`src/sv/assert_macros.svh`:
```
// ----------------------------------------------------------------------------
// assert_macros.svh
// shared concurrent assertion macros for the thermal collision block
// ----------------------------------------------------------------------------
`ifndef ASSERT_MACROS_SVH
`define ASSERT_MACROS_SVH

// property must hold at every rising edge outside reset
`define ASSERT_CLK(label, clk, rst, prop) \
   label: assert property (@(posedge clk) disable iff (rst) (prop)) \
      else $error("assertion failed");

// condition must never be seen at a rising edge outside reset
`define ASSERT_NEVER(label, clk, rst, expr) \
   label: assert property (@(posedge clk) disable iff (rst) !(expr)) \
      else $error("forbidden condition seen");

`endif

```
`src/sv/tlbm_pkg.sv`:
```
// ----------------------------------------------------------------------------
// tlbm_pkg
// types and constants of the thermal lattice boltzmann collision block
// ----------------------------------------------------------------------------
package tlbm_pkg;

   localparam int MAX_DIRS   = 7;
   localparam int FIELD_W    = 24;
   localparam int CSR_DATA_W = 64;
   localparam int PIPE_DEPTH = 6;

   // omega divider: 2^40 + den/2 divided by a 26-bit denominator
   localparam int DEN_W     = 26;
   localparam int NUM_W     = 41;
   localparam int DIV_STEPS = NUM_W;
   localparam int DIV_CNT_W = $clog2(DIV_STEPS + 1);
   localparam int OMEGA_W   = 24;

   localparam logic [OMEGA_W-1:0] OMEGA_RESET = 24'd1310718;
   localparam logic [OMEGA_W-1:0] OMEGA_MAX   = 24'd2097152;

   typedef enum logic [1:0] {
      CSR_DIFFUSIVITY  = 2'd0,
      CSR_VELOCITY_SET = 2'd1,
      CSR_WEIGHTS_LOW  = 2'd2,
      CSR_WEIGHTS_HIGH = 2'd3
   } csr_index_type;

   typedef struct packed {
      logic signed [FIELD_W-1:0] temperature;
      logic signed [FIELD_W-1:0] vel_x;
      logic signed [FIELD_W-1:0] vel_y;
      logic signed [FIELD_W-1:0] vel_z;
      logic signed [FIELD_W-1:0] pop_0;
      logic signed [FIELD_W-1:0] pop_1;
      logic signed [FIELD_W-1:0] pop_2;
      logic signed [FIELD_W-1:0] pop_3;
      logic signed [FIELD_W-1:0] pop_4;
      logic signed [FIELD_W-1:0] pop_5;
      logic signed [FIELD_W-1:0] pop_6;
   } req_type;

   typedef struct packed {
      logic signed [FIELD_W-1:0] out_0;
      logic signed [FIELD_W-1:0] out_1;
      logic signed [FIELD_W-1:0] out_2;
      logic signed [FIELD_W-1:0] out_3;
      logic signed [FIELD_W-1:0] out_4;
      logic signed [FIELD_W-1:0] out_5;
      logic signed [FIELD_W-1:0] out_6;
   } rsp_type;

   typedef struct packed {
      logic               busy;
      logic               done;
      logic [OMEGA_W-1:0] quotient;
   } div_status_type;

endpackage

```
`src/sv/tlbm_omega_div.sv`:
```
// ----------------------------------------------------------------------------
// tlbm_omega_div
// restoring divider, one quotient bit per cycle: omega = round(2^40 / den)
// ----------------------------------------------------------------------------
module tlbm_omega_div
   import tlbm_pkg::*;
(
   input  logic                 clock,
   input  logic                 reset,
   input  logic                 start,
   input  logic [FIELD_W-1:0]   diffusivity,
   output div_status_type       status
);

   logic [DIV_CNT_W-1:0] cnt_ff,  cnt_in;
   logic                 done_ff, done_in;
   logic [DEN_W-1:0]     den_ff,  den_in;
   logic [DEN_W-1:0]     rem_ff,  rem_in;
   logic [NUM_W-1:0]     quo_ff,  quo_in;

   logic [DEN_W-1:0]     den_new;
   logic [DEN_W:0]       trial;
   logic                 ge;

   // den = 3*alpha + 0.5 in q20
   assign den_new = ({2'b00, diffusivity} << 1) + {2'b00, diffusivity} + 26'd524288;

   assign trial = {rem_ff, quo_ff[NUM_W-1]};
   assign ge    = trial >= {1'b0, den_ff};

   always_comb begin
      cnt_in  = cnt_ff;
      done_in = 1'b0;
      den_in  = den_ff;
      rem_in  = rem_ff;
      quo_in  = quo_ff;
      if (start) begin
         cnt_in = DIV_CNT_W'(DIV_STEPS);
         den_in = den_new;
         rem_in = '0;
         // numerator carries the rounding half of the denominator
         quo_in = {1'b1, 40'd0} + NUM_W'(den_new >> 1);
      end else if (cnt_ff != '0) begin
         cnt_in  = cnt_ff - 1'b1;
         done_in = (cnt_ff == DIV_CNT_W'(1));
         rem_in  = ge ? DEN_W'(trial - {1'b0, den_ff}) : trial[DEN_W-1:0];
         quo_in  = {quo_ff[NUM_W-2:0], ge};
      end
   end

   always_ff @(posedge clock) begin
      if (reset) begin
         cnt_ff  <= '0;
         done_ff <= 1'b0;
      end else begin
         cnt_ff  <= cnt_in;
         done_ff <= done_in;
      end
      den_ff <= den_in;
      rem_ff <= rem_in;
      quo_ff <= quo_in;
   end

   assign status.busy     = (cnt_ff != '0) || done_ff;
   assign status.done     = done_ff;
   assign status.quotient = quo_ff[OMEGA_W-1:0];

endmodule

```
`config.mk`:
```
export PLATFORM = sky130hd
export DESIGN_NAME = tlbm_omega_div
export DESIGN_NICKNAME = d
export VERILOG_FILES = /design/src/sv/assert_macros.svh /design/src/sv/tlbm_pkg.sv /design/src/sv/tlbm_omega_div.sv
export SDC_FILE = /design/constraint.sdc
export NUM_CORES = 1
export LEC_CHECK = 0
export BUFFER_PORTS_ARGS = -buffer_cell sky130_fd_sc_hd__clkbuf_2
export CAP_MARGIN = 10
export CELL_PAD_IN_SITES_DETAIL_PLACEMENT = 1
export CELL_PAD_IN_SITES_GLOBAL_PLACEMENT = 1
export CORE_UTILIZATION = 40
export DETAILED_ROUTE_END_ITERATION = 16
export MAX_ROUTING_LAYER = met4
export PLACE_DENSITY_LB_ADDON = 0.1
export SLEW_MARGIN = 40
export SYNTH_ARGS = -nofsm -noshare
export SYNTH_HDL_FRONTEND = slang
export SYNTH_SLANG_ARGS = --single-unit
```
`constraint.sdc`:
```
create_clock -name clock -period 6.5 [get_ports clock]
set_clock_uncertainty 0.05 [all_clocks]
set_input_delay 0.65 -clock clock [delete_from_list [all_inputs] [get_ports clock]]
set_output_delay 0.65 -clock clock [all_outputs]
set_load 0.005 [all_outputs]
```
Word-level counts from Yosys, hierarchy flattened
Cells that the tools add are included.

operators by class
  bitwise logic cells = 1
  multiplexer cells = 5
  $mul = 0
  $add $sub $neg = 5
  shift-type cells = 0
  magnitude comparators = 1
  reduce and logical (&&, ||, !) cells = 5
  div/mod/pow operators = 0
  equal/unequal tests = 1

operators by type and width
  cell                                                                count
  41-bit two-way mux                                                  2
  41-bit by 25-bit adder with 41-bit output, first input constant     1
  27-bit by 26-bit >= comparator with 1-bit output                    1
  25-bit by 24-bit adder with 26-bit output                           1
  26-bit by 20-bit adder with 26-bit output, second input constant    1
  26-bit two-way mux                                                  1
  26-bit subtractor                                                   1
  6-bit two-way mux                                                   2
  6-bit by 1-bit == test with 1-bit output, second input constant     1
  6-bit nonzero test                                                  1
  6-bit by 1-bit subtractor with 6-bit output, second input constant  1
  3-bit OR reduction                                                  1
  2-bit nonzero test                                                  1
  2-bit OR reduction                                                  1
  1-bit logical OR                                                    1
  1-bit NOT                                                           1

word-level totals
  ROM bits = 0
  bits in latches = 0
  word-level logic and storage cells = 24
  register bits after elaboration = 100
  output and inout bits = 26
  memory bits (writable) = 0
  input bits = 27
  memories kept = 0

Logic depth before layout (Yosys ltp)
Gate-level depths: netlist of run 1.

  word-level depth = 4
  gate-level depth with buffers = 12
  mapped depth without buffers = 12

Worst setup path after synthesis of run 1
OpenSTA, ideal clock, no wires.

  path type = input port to flip-flop
  start point = input port diffusivity[1]
  end point = register quo_ff[17] (data pin)
  setup time = 0.260 ns
  required time = 6.190 ns
  stages on the path = 12
  path slack = 3.269 ns
  buffers on the path = 0
  arrival = 2.922 ns
  path through = ha_1 > ha_1 > inv_1 > fa_1 > nor2b_1 > o31a_1 > o211ai_1 > nand3b_1 > a311o_1 > a21oi_1 > xnor2_1 > mux2_2

on the way
  word-level cells in the longest chain between the ends = 4

ends and longest elaborated chain
  item                                       line                  RTL
  from (decl)                                tlbm_omega_div.sv:11  input logic [FIELD_W-1:0] diffusivity,
  25-bit by 24-bit adder with 26-bit output  tlbm_omega_div.sv:26  assign den_new = ({2'b00, diffusivity} << 1) + {2'b00, diffusivity} + 26'd524288;
  26-bit by 20-bit adder with 26-bit output  tlbm_omega_div.sv:26
  named net den_new[18]                      tlbm_omega_div.sv:21  logic [DEN_W-1:0] den_new;
  41-bit by 25-bit adder with 41-bit output  tlbm_omega_div.sv:42  quo_in = {1'b1, 40'd0} + NUM_W'(den_new >> 1);
  41-bit two-way mux                         tlbm_omega_div.sv:37  if (start) begin
  named net quo_in[17]                       tlbm_omega_div.sv:19  logic [NUM_W-1:0] quo_ff, quo_in;
  to (signal assigned)                       tlbm_omega_div.sv:61  quo_ff <= quo_in;
  to (decl)                                  tlbm_omega_div.sv:19

The timed path passes the listed nets, and every way through them passes these cells.
A chain may end at the register's enable or synchronous reset.

Final worst setup path of run 1
  start point = register den_ff[5]
  end point = register rem_ff[5]

on the way
  word-level cells in the longest chain between the ends = 2
  elaborated cells on any way between the ends = 3
  classes of those cells = add/sub: 1; order compare: 1; mux: 1

ends and longest elaborated chain
  item                                                                                          line                                        RTL
  from (decl)                                                                                   tlbm_omega_div.sv:17                        logic [DEN_W-1:0] den_ff, den_in;
  from (signal assigned)                                                                        tlbm_omega_div.sv:59                        den_ff <= den_in;
  26-bit subtractor / 27-bit by 26-bit >= comparator with 1-bit output (equally long branches)  tlbm_omega_div.sv:46, tlbm_omega_div.sv:29
  26-bit two-way mux (*)                                                                        tlbm_omega_div.sv:46                        rem_in = ge ? DEN_W'(trial - {1'b0, den_ff}) : trial[DEN_W-1:0];
  to (signal assigned)                                                                          tlbm_omega_div.sv:60                        rem_ff <= rem_in;
  to (decl)                                                                                     tlbm_omega_div.sv:18                        logic [DEN_W-1:0] rem_ff, rem_in;

Mark *: on every way between the ends. The rest lies on a longest branch, timed or not.

==> metrics, run 1 <==
status finished, final reports clean; register area 2670 sq um; vias in the first global route 5624; Std-Cell Core Area 16800 sq um; number of fillers in the final layout 1971; Worst Hold Slack 0.438 ns; largest net degree at the start of global routing 49; worst rel slew slack 50.3%; total gr overflow 0; Post-Place Cells 951; Post-synth ARST share 0%; worst setup path start den_ff[5]; share of the synthesized area in the top cell type 28.8%; Period minus WS final 3.33 ns; port buffer count 52; Avg Cell Area, Syn 9.70 sq um; fin util 45.0%; WP data arrival 3.54 ns; CTS buffer count 9; setup bufs post-CTS 0; clock sink count 100; worst IR drop on VDD 0.000195 V; fin nets 846; r2r endpoint rem_ff[5]; Tot GR Track Use 21.1%; IO Count 53; die height 134 um; clock transition at the registers of the reported paths 0.08 ns; Seq/Total Area, Yosys 38.2%; H-Tree Depth 3; DP Wirelength 13.1 mm; type of the worst setup path reg2reg; antenna violations before repair 0; HP Class in2reg; EDFF count, synth 67; non-filler cells, final 967; Rows 47; first-pass iteration count of the detailed router 4; final worst path period share 51.2%; data required time of the worst path 6.71 ns; crit end category flop; footprint of the multi-input gates 3830 sq um; Vias 5392; Synth top cells by count ha_1, edfxtp_1, nand2_1; Leakage 3.38 nW; RSZ-0062 raised after global routing false; Pwr Total 0.00298 W; r2r startpoint den_ff[5]; Total Routed Length 17.4 mm; drt drc 0; worst path cell trace inv_1 -> ha_1 -> nor3_1 -> nor3b_2 -> o211ai_2 -> a2111oi_4 -> nor3_4 -> o31ai_4 -> buf_4 -> nand2_1 -> a311oi_1; Clock Tree Buf Depth 2; Final Max Tran Viols 0; synth warn 0; Initial Utilization 41.6%; crit path max fanout 16; DIE WIDTH 134 um; area added between synthesis and finish 8.16%; PwrDens 394 nW/um^2; max incr delay on CP 0.57 ns; #FFs+latches synth 100; endpoints failing setup 0; cts repair resizes 0; Synth cell types 66; most common cell in the netlist ha_1; slowest CP cell o31ai_4; cts-stage hold buffer count 0; RD Place Congestion 0.818; TNS Setup 0 ns; worst setup path end rem_ff[5]; most area-hungry cell type in the Yosys netlist edfxtp_1; most used flip-flop cell after synthesis edfxtp_1; syn nets 825; die area 18000 sq um; DR WL/cell 18.0 um; flop-to-flop setup slack 3.17 ns; largest cells by area after synthesis edfxtp_1, ha_1, dfxtp_1; CP Launch Type flop; Syn Inst Count 721; worst reg2reg path depth 11; DRT iter0 DRCs 165; share of cells above drive strength 1 13.9%; Max-Cap Viols 0; Post-Synthesis Cell Area 7000 sq um; vias per cell 5.58; Clock Latency Late Sink 0.36 ns; ant diodes 0; first-pass GRT wire length 28.8 mm; CTS tree done; final hold vios 0; Worst Tran Pin Value 0.746 ns; achievable frequency 301 MHz; root buffer cell clkbuf_16; antenna-violating nets left 0
-- worst max-delay path: cells and delay by family, from the launching register on --
kind | cells | cell delay (ns)
AOI/OAI and AO/OA | 4 | 1.51
and+or+nand+nor | 4 | 0.56
buffers and inverters | 2 | 0.41
adders and majority gates | 1 | 0.37
DFF | 1 | 0.36
-- metrics by stage --
stage | setup WS [ns] | cell area (sq um)
after global routing | 2.92 | 7570
after detailed placement | 2.85 | 7290
after global placement | 2.95 | 7280
final | 3.17 | 7570
after floorplan | 3.27 | 7000
after CTS | 3.13 | 7570
-- layer usage --
layer | global-route usage, % | share of wire [%] | up-vias
met3 | 3.17 | 3.2 | 24
li1 | - | - | 2644
met2 | 33.1 | 45 | 78
met1 | 27.6 | 50 | 2646
met5 | - | 0 | -
met4 | 7.49 | 2.0 | 0
-- cell type report --
cell class	count	area share, %
Multi-Input combinational cell	519	50.7
Sequential cell	100	35.3
Timing Repair Buffer	56	3.87
Tap cell	220	3.64
Clock buffer	11	3.21
Inverter	56	2.78
Clock inverter	5	0.496
-- how the worst min path moves through the flow --
stage / from / to / depth (start not counted)
global route: diffusivity[0] / den_ff[0] / 1
CTS: diffusivity[0] / den_ff[0] / 1
detailed placement: rem_ff[23] / rem_ff[23] / 2
floorplan: rem_ff[13] / rem_ff[13] / 2
global placement: rem_ff[23] / rem_ff[23] / 2
finish: diffusivity[0] / den_ff[0] / 1
-- flip-flops by register name, summed over array words and instances, names as in the netlist --
name and count:
den_ff 26, cnt_ff 6, quo_ff 41, done_ff 1
rem_ff 26
-- power by group --
part	switching, W	total (W)	internal (W)
clock	0.000255	0.000527	0.000272
combinational	0.000858	0.00145	0.000594
sequential	0.000114	0.00101	0.000892
-- kinds of logic (layout without fill, tap and decap cells) --
| logic type | count (synthesis) | after routing | synth area share (%) |
|---|---|---|---|
| compound gates | 162 | 162 | 16.3 |
| xor+xnor | 38 | 38 | 4.76 |
| fa+ha+maj | 77 | 77 | 14.0 |
| buf+inv | 102 | 128 | 6.99 |
| flops | 100 | 100 | 38.2 |
| mux | 29 | 29 | 4.54 |
| simple gates | 213 | 213 | 15.2 |
-- cell usage in the layout, fill, tap and decap left out, drive strengths merged, types with 6 or more instances in the layout --
cell / n
nor2b: 22
a311oi: 15
inv: 56
a21oi: 45
clkbuf: 62
mux2: 22
nor2: 50
a31oi: 8
nand3: 14
and3: 13
ha: 75
o31ai: 7
a21o: 22
nor3: 14
nor4: 6
o21ai: 27
edfxtp: 67
dfxtp: 33
mux2i: 7
xnor2: 28
xor2: 10
nand2: 64
Power figures use the tool's default switching activity.
==> run 2, diff against run 1 <==
==> constraint.sdc (replaced) <==
create_clock -name clock -period 3.5 [get_ports clock]
set_clock_uncertainty 0.05 [all_clocks]
set_input_delay 0.35 -clock clock [delete_from_list [all_inputs] [get_ports clock]]
set_output_delay 0.35 -clock clock [all_outputs]
set_load 0.005 [all_outputs]
==> run 2 against run 1 <==
Net effect: total power increased by 94%; via count up 0.37%; maximum frequency is 2.5% higher; setup slack got worse by 2.9 ns; largest cell class unchanged; cell count rose by 2.6%; non-clock buffer count grew 25; critical endpoint is now rem_ff[12]; combinational power is 100% higher; clock power up 92%.
==> metrics, run 2 (synthesis results as in run 1) <==
status finished, final reports clean; TNS Setup 0 ns (unchanged); Leakage 3.50 nW (+3.7%); H-Tree Depth 3 (unchanged); Worst Hold Slack 0.150 ns (-0.288 ns); fin nets 871 (+3.0%); CTS tree done; RSZ-0062 raised after global routing false; Max-Cap Viols 0 (unchanged); Clock Power Share 17.5% (-0.2 points); port buffer count 52 (unchanged); achievable frequency 308 MHz (+2.5%); commonest non-fill, non-tap cells in the layout ha_1, edfxtp_1, nand2_1, inv_1, clkbuf_2; Rows 47 (unchanged); DRT iter0 DRCs 151 (-8.5%); Total Routed Length 17.4 mm (-0.39%); Clock Tree Buf Depth 2 (unchanged); IO Count 53 (unchanged); crit path max fanout 13 (-3); antenna violations before repair 0 (unchanged); Period minus WS final 3.25 ns (-0.0822 ns); share of cells above drive strength 1 16.3% (+2.4 points); first-pass GRT wire length 28.8 mm (about the same); Worst Tran Pin Value 0.600 ns (-0.146 ns); max incr delay on CP 0.46 ns (-0.11 ns); DIE WIDTH 134 um (unchanged); Reg power frac 32.0% (-1.7 points); worst IR drop on VDD 0.000313 V (+61%); leading cell type in the layout, fill and taps excluded ha_1; NetSw 0.00229 W (+86%); number of flip-flops under the largest register name 41 (unchanged); Final Max Tran Viols 0 (unchanged); worst rel slew slack 59.6% (+9.4 points); sw frac 39.4% (-1.7 points); data required time of the worst path 3.72 ns (-2.99 ns); HP Class in2reg; CTS buffer count 9 (unchanged); setup bufs post-CTS 0 (unchanged); cell area after layout 7770 sq um (+2.7%); fin util 46.2% (+1.2 points); Clock Latency Late Sink 0.36 ns (about the same); most used cell, CP buf_4; Top reg by flops quo_ff; Pwr Total 0.00580 W (+94%); total gr overflow 0 (unchanged); type of the worst setup path reg2reg; DR WL/cell 17.5 um (-2.9%); cts-stage hold buffer count 0 (unchanged); crit end category flop; slowest CP cell a2111oi_4; root buffer cell clkbuf_16; cts repair resizes 0 (unchanged); drt drc 0 (unchanged); vias in the first global route 5621 (-0.053%); RD Place Congestion 0.850 (+3.9%); Std-Cell Core Area 16800 sq um (unchanged); die area 18000 sq um (unchanged); Initial Utilization 41.6% (unchanged); first-pass iteration count of the detailed router 5 (+1); area added between synthesis and finish 11.1%; worst path cell trace ha_1 -> nand2b_1 -> a211oi_2 -> o211ai_2 -> a2111oi_4 -> nor3_4 -> buf_4 -> o31a_1 -> buf_4 -> or3_1 -> a311oi_1; vias per cell 5.46 (-2.2%); clock sink count 100 (unchanged); Vias 5412 (+0.37%); final worst path period share 92.7% (+42 points); endpoints failing setup 0 (unchanged); die height 134 um (unchanged); Pint 0.00352 W (+100%); WP data arrival 3.46 ns (-0.08 ns); DP Area 7480 sq um (+2.6%); largest net degree at the start of global routing 50 (+2.0%); ant diodes 0 (unchanged); Tot GR Track Use 21.1% (+0.060 points); clock transition at the registers of the reported paths 0.07 ns (about the same); Largest regs quo_ff x41, den_ff x26, rem_ff x26; PwrDens 747 nW/um^2 (+89%); antenna-violating nets left 0 (unchanged); Comb power frac 50.5% (+1.9 points); number of fillers in the final layout 1975 (+0.20%); final hold vios 0 (unchanged); DP Wirelength 13.4 mm (+2.4%); CP Launch Type flop
-- run 2: area by class of cell --
type	count	area, sq um	share of cell area, %
multi-input combinational	519	3830	49.3
sequential	100	2670	34.4
timing repair buffer	81	484	6.23
tap	220	275	3.54
clock buffer	12	246	3.17
inverter	56	210	2.70
clock inverter	4	48.8	0.628
-- run 2: power by group through the flow --
stage / sequential [W] / combinational (W) / clock (W)
5_1_grt: 0.00191 / 0.00324 / 0.00109
2_1_floorplan: 0.00181 / 0.00214 / 0
3_5_place_dp: 0.00188 / 0.00292 / 0
6_report: 0.00186 / 0.00293 / 0.00101
3_3_place_gp: 0.00187 / 0.00281 / 0
4_1_cts: 0.00186 / 0.00295 / 0.00105
-- run 2: layer usage --
layer | vias to the layer above | routed length [um] | track usage [%]
met5 | - | 0 | -
met4 | 0 | 257 | 6.99
met3 | 15 | 522 | 2.61
met2 | 79 | 8070 | 33.6
met1 | 2625 | 8510 | 27.9
li1 | 2693 | - | -
-- run 2: worst paths after layout --
path                        from          to  slack [ns]  cells past startpoint
setup / recovery       den_ff[0]  rem_ff[12]        0.26                     11
hold / removal    diffusivity[0]   den_ff[0]        0.15                      1
setup reg to reg       den_ff[0]  rem_ff[12]        0.26                     11
hold reg to reg       rem_ff[18]  rem_ff[18]        0.44                      2
-- run 2: metrics by stage --
stage | std cells | worst slack [ns]
finish | 992 | 0.255
global route | 992 | 0.0718
CTS | 992 | 0.208
detailed placement | 976 | 0.141
global placement | 974 | 0.188
floorplan | 721 | 0.569
-- run 2: worst max-delay path, delay by kind of cell (launching register included) --
kind,cells,cell delay (ns)
buffers and inverters,2,0.36
AO/OA/AOI/OAI,5,1.47
flip-flops,1,0.39
adder cells (fa/ha/maj),1,0.23
AND/OR/NAND/NOR,3,0.65
==> run 3, diff against run 2 <==
--- a/config.mk
+++ b/config.mk
@@ -13,6 +13,7 @@
 export DETAILED_ROUTE_END_ITERATION = 16
 export MAX_ROUTING_LAYER = met4
 export PLACE_DENSITY_LB_ADDON = 0.1
+export SKIP_CTS_REPAIR_TIMING = 1
 export SLEW_MARGIN = 40
 export SYNTH_ARGS = -nofsm -noshare
 export SYNTH_HDL_FRONTEND = slang
==> constraint.sdc (replaced) <==
create_clock -name clock -period 2.8 [get_ports clock]
set_clock_uncertainty 0.05 [all_clocks]
set_input_delay 0.28 -clock clock [delete_from_list [all_inputs] [get_ports clock]]
set_output_delay 0.28 -clock clock [all_outputs]
set_load 0.005 [all_outputs]
==> run 3 against run 2 <==
Net effect: the flow now finishes with violations (negative setup slack); cell count rose by 8.5%; count of clock-buffer cells in the layout up 1; non-clock buffer count is 84 higher; critical endpoint unchanged; largest power group unchanged.
==> metrics, run 3 (synthesis results as in run 1) <==
status finished, violations left; failing checks negative setup slack; CTS buffer count 9 (unchanged); H-Tree Depth 3 (unchanged); r2r endpoint rem_ff[12]; Reg power frac 27.9% (-4.1 points); endpoints failing setup 8 (+8); clock sink count 100 (unchanged); final worst path period share 102% (+9.4 points); Worst Tran Pin Value 0.704 ns (+0.104 ns); RD Place Congestion 0.823 (-3.2%); die height 134 um (unchanged); crit path max fanout 5 (-8); number of flip-flops under the largest register name 41 (unchanged); Vias 5834 (+7.8%); DRT iter0 DRCs 302 (+100%); ant diodes 0 (unchanged); fin nets 955 (+9.6%); worst IR drop on VDD 0.000437 V (+39%); vias per cell 5.42 (-0.62%); final hold vios 0 (unchanged); flop-to-flop setup slack -0.06 ns (-0.31 ns); setup slack at placement -0.357 ns (-0.498 ns); NetSw 0.00333 W (+46%); first-pass GRT wire length 30.3 mm (+5.3%); PwrDens 957 nW/um^2 (+28%); hold path depth 2 (+1); Final Max Tran Viols 0 (unchanged); Largest regs quo_ff x41, den_ff x26, rem_ff x26; sw frac 39.3% (-0.058 points); Initial Utilization 41.6% (unchanged); area added between synthesis and finish 26.6%; crit end category flop; Clock Latency Late Sink 0.35 ns (about the same); Clock Power Share 14.8% (-2.7 points); IO Count 53 (unchanged); type of the worst setup path reg2reg; commonest non-fill, non-tap cells in the layout buf_4, edfxtp_1, nand2_1, ha_1; Tot GR Track Use 22.1% (+0.95 points); DIE WIDTH 134 um (unchanged); Period minus WS final 2.86 ns (-0.386 ns); share of cells above drive strength 1 31.8% (+15 points); Std-Cell Core Area 16800 sq um (unchanged); Final Worst Setup Slack -0.0586 ns (-0.314 ns); Comb power frac 57.3% (+6.8 points); HP Class in2reg; Max-Cap Viols 0 (unchanged); DP Wirelength 14.3 mm (+7.1%); clock transition at the registers of the reported paths 0.07 ns (about the same); Pint 0.00514 W (+46%); Top reg by flops quo_ff; total gr overflow 0 (unchanged); CP Launch Type flop; CTS tree done; DR WL/cell 18.1 um (+3.4%); r2r startpoint den_ff[1]; worst reg2reg path depth 10 (-1); first-pass iteration count of the detailed router 4 (-1); port buffer count 52 (unchanged); Total Routed Length 19.5 mm (+12%); worst setup path start den_ff[1]; Clock Tree Buf Depth 2 (unchanged); antenna-violating nets left 0 (unchanged); Rows 47 (unchanged); data required time of the worst path 3.01 ns (-0.71 ns); HP Start reset; root buffer cell clkbuf_16; worst setup path end rem_ff[12]; antenna violations before repair 0 (unchanged); drt drc 0 (unchanged); RSZ-0062 raised after global routing true; WP data arrival 3.07 ns (-0.39 ns); Leakage 3.95 nW (+13%); achievable frequency 350 MHz (+14%); leading cell type in the layout, fill and taps excluded buf_4; worst rel slew slack 52.6% (-7.0 points); die area 18000 sq um (unchanged); vias in the first global route 6041 (+7.5%); largest net degree at the start of global routing 42 (-16%); Worst Hold Slack 0.149 ns (-0.00102 ns)
run 3: changes by cell type in the layout (fill, tap and decap cells not counted), moves of 5 or more:
cell	before	now
a311oi_1	15	7
o21ai_0	27	21
inv_1	55	47
ha_1	75	58
o21ai_1	0	5
buf_4	29	107
nand2_1	64	59
ha_4	0	14
a311oi_2	0	8
inv_2	0	8
a21oi_1	45	40
run 3: area by class of cell:
cell class,instances,area [sq um]
Clock buffer,13,270
Clock inverter,3,18.8
Fill cell,1917,7960
Inverter,56,210
Multi-Input combinational cell,519,4220
Sequential cell,100,2670
Tap cell,220,275
Timing Repair Buffer,165,1190
run 3: worst min-delay path by stage:
stage / end / slack, ns
after floorplan: cnt_ff[0] / 0.30
after global placement: rem_ff[18] / 0.43
after detailed placement: rem_ff[23] / 0.44
after CTS: cnt_ff[0] / 0.13
after global routing: cnt_ff[5] / 0.14
final: cnt_ff[5] / 0.15
run 3: metrics by stage:
stage	TNS (ns)	util [%]	instance area, sq um	power, W	cells
CTS	-3.66	49.8	8370	0.00787	1067
detailed placement	-6.27	48.0	8080	0.00657	1051
global route	-2.22	52.7	8860	0.00904	1076
global placement	-2.78	48.0	8080	0.00640	1051
floorplan	0	-	7000	0.00495	721
finish	-0.245	52.7	8860	0.00848	1076
run 3: routing by layer:
layer	GRT usage [%]	vias to the layer above	routed length (um)
met5	-	-	0
met4	5.49	0	214
met3	3.40	16	499
met2	36.8	78	9660
met1	28.0	2875	9100
li1	-	2865	-
run 3: power by group through the flow:
stage          sequential, W  combinational, W  clock, W
6_report             0.00237           0.00486   0.00126
5_1_grt              0.00242           0.00529   0.00134
4_1_cts              0.00234           0.00425   0.00128
3_5_place_dp         0.00236           0.00421         0
3_3_place_gp         0.00235           0.00405         0
2_1_floorplan        0.00226           0.00268         0
run 3: critical path, stage by stage (launching register included):
cell and delay (ns):
edfxtp_1 0.39, inv_2 0.07, ha_4 0.28, nand2b_4 0.06, a211oi_4 0.28, o211ai_2 0.17
a2111oi_4 0.41, nor3_4 0.08, o31a_1 0.33, or3_1 0.38, a311oi_1 0.26
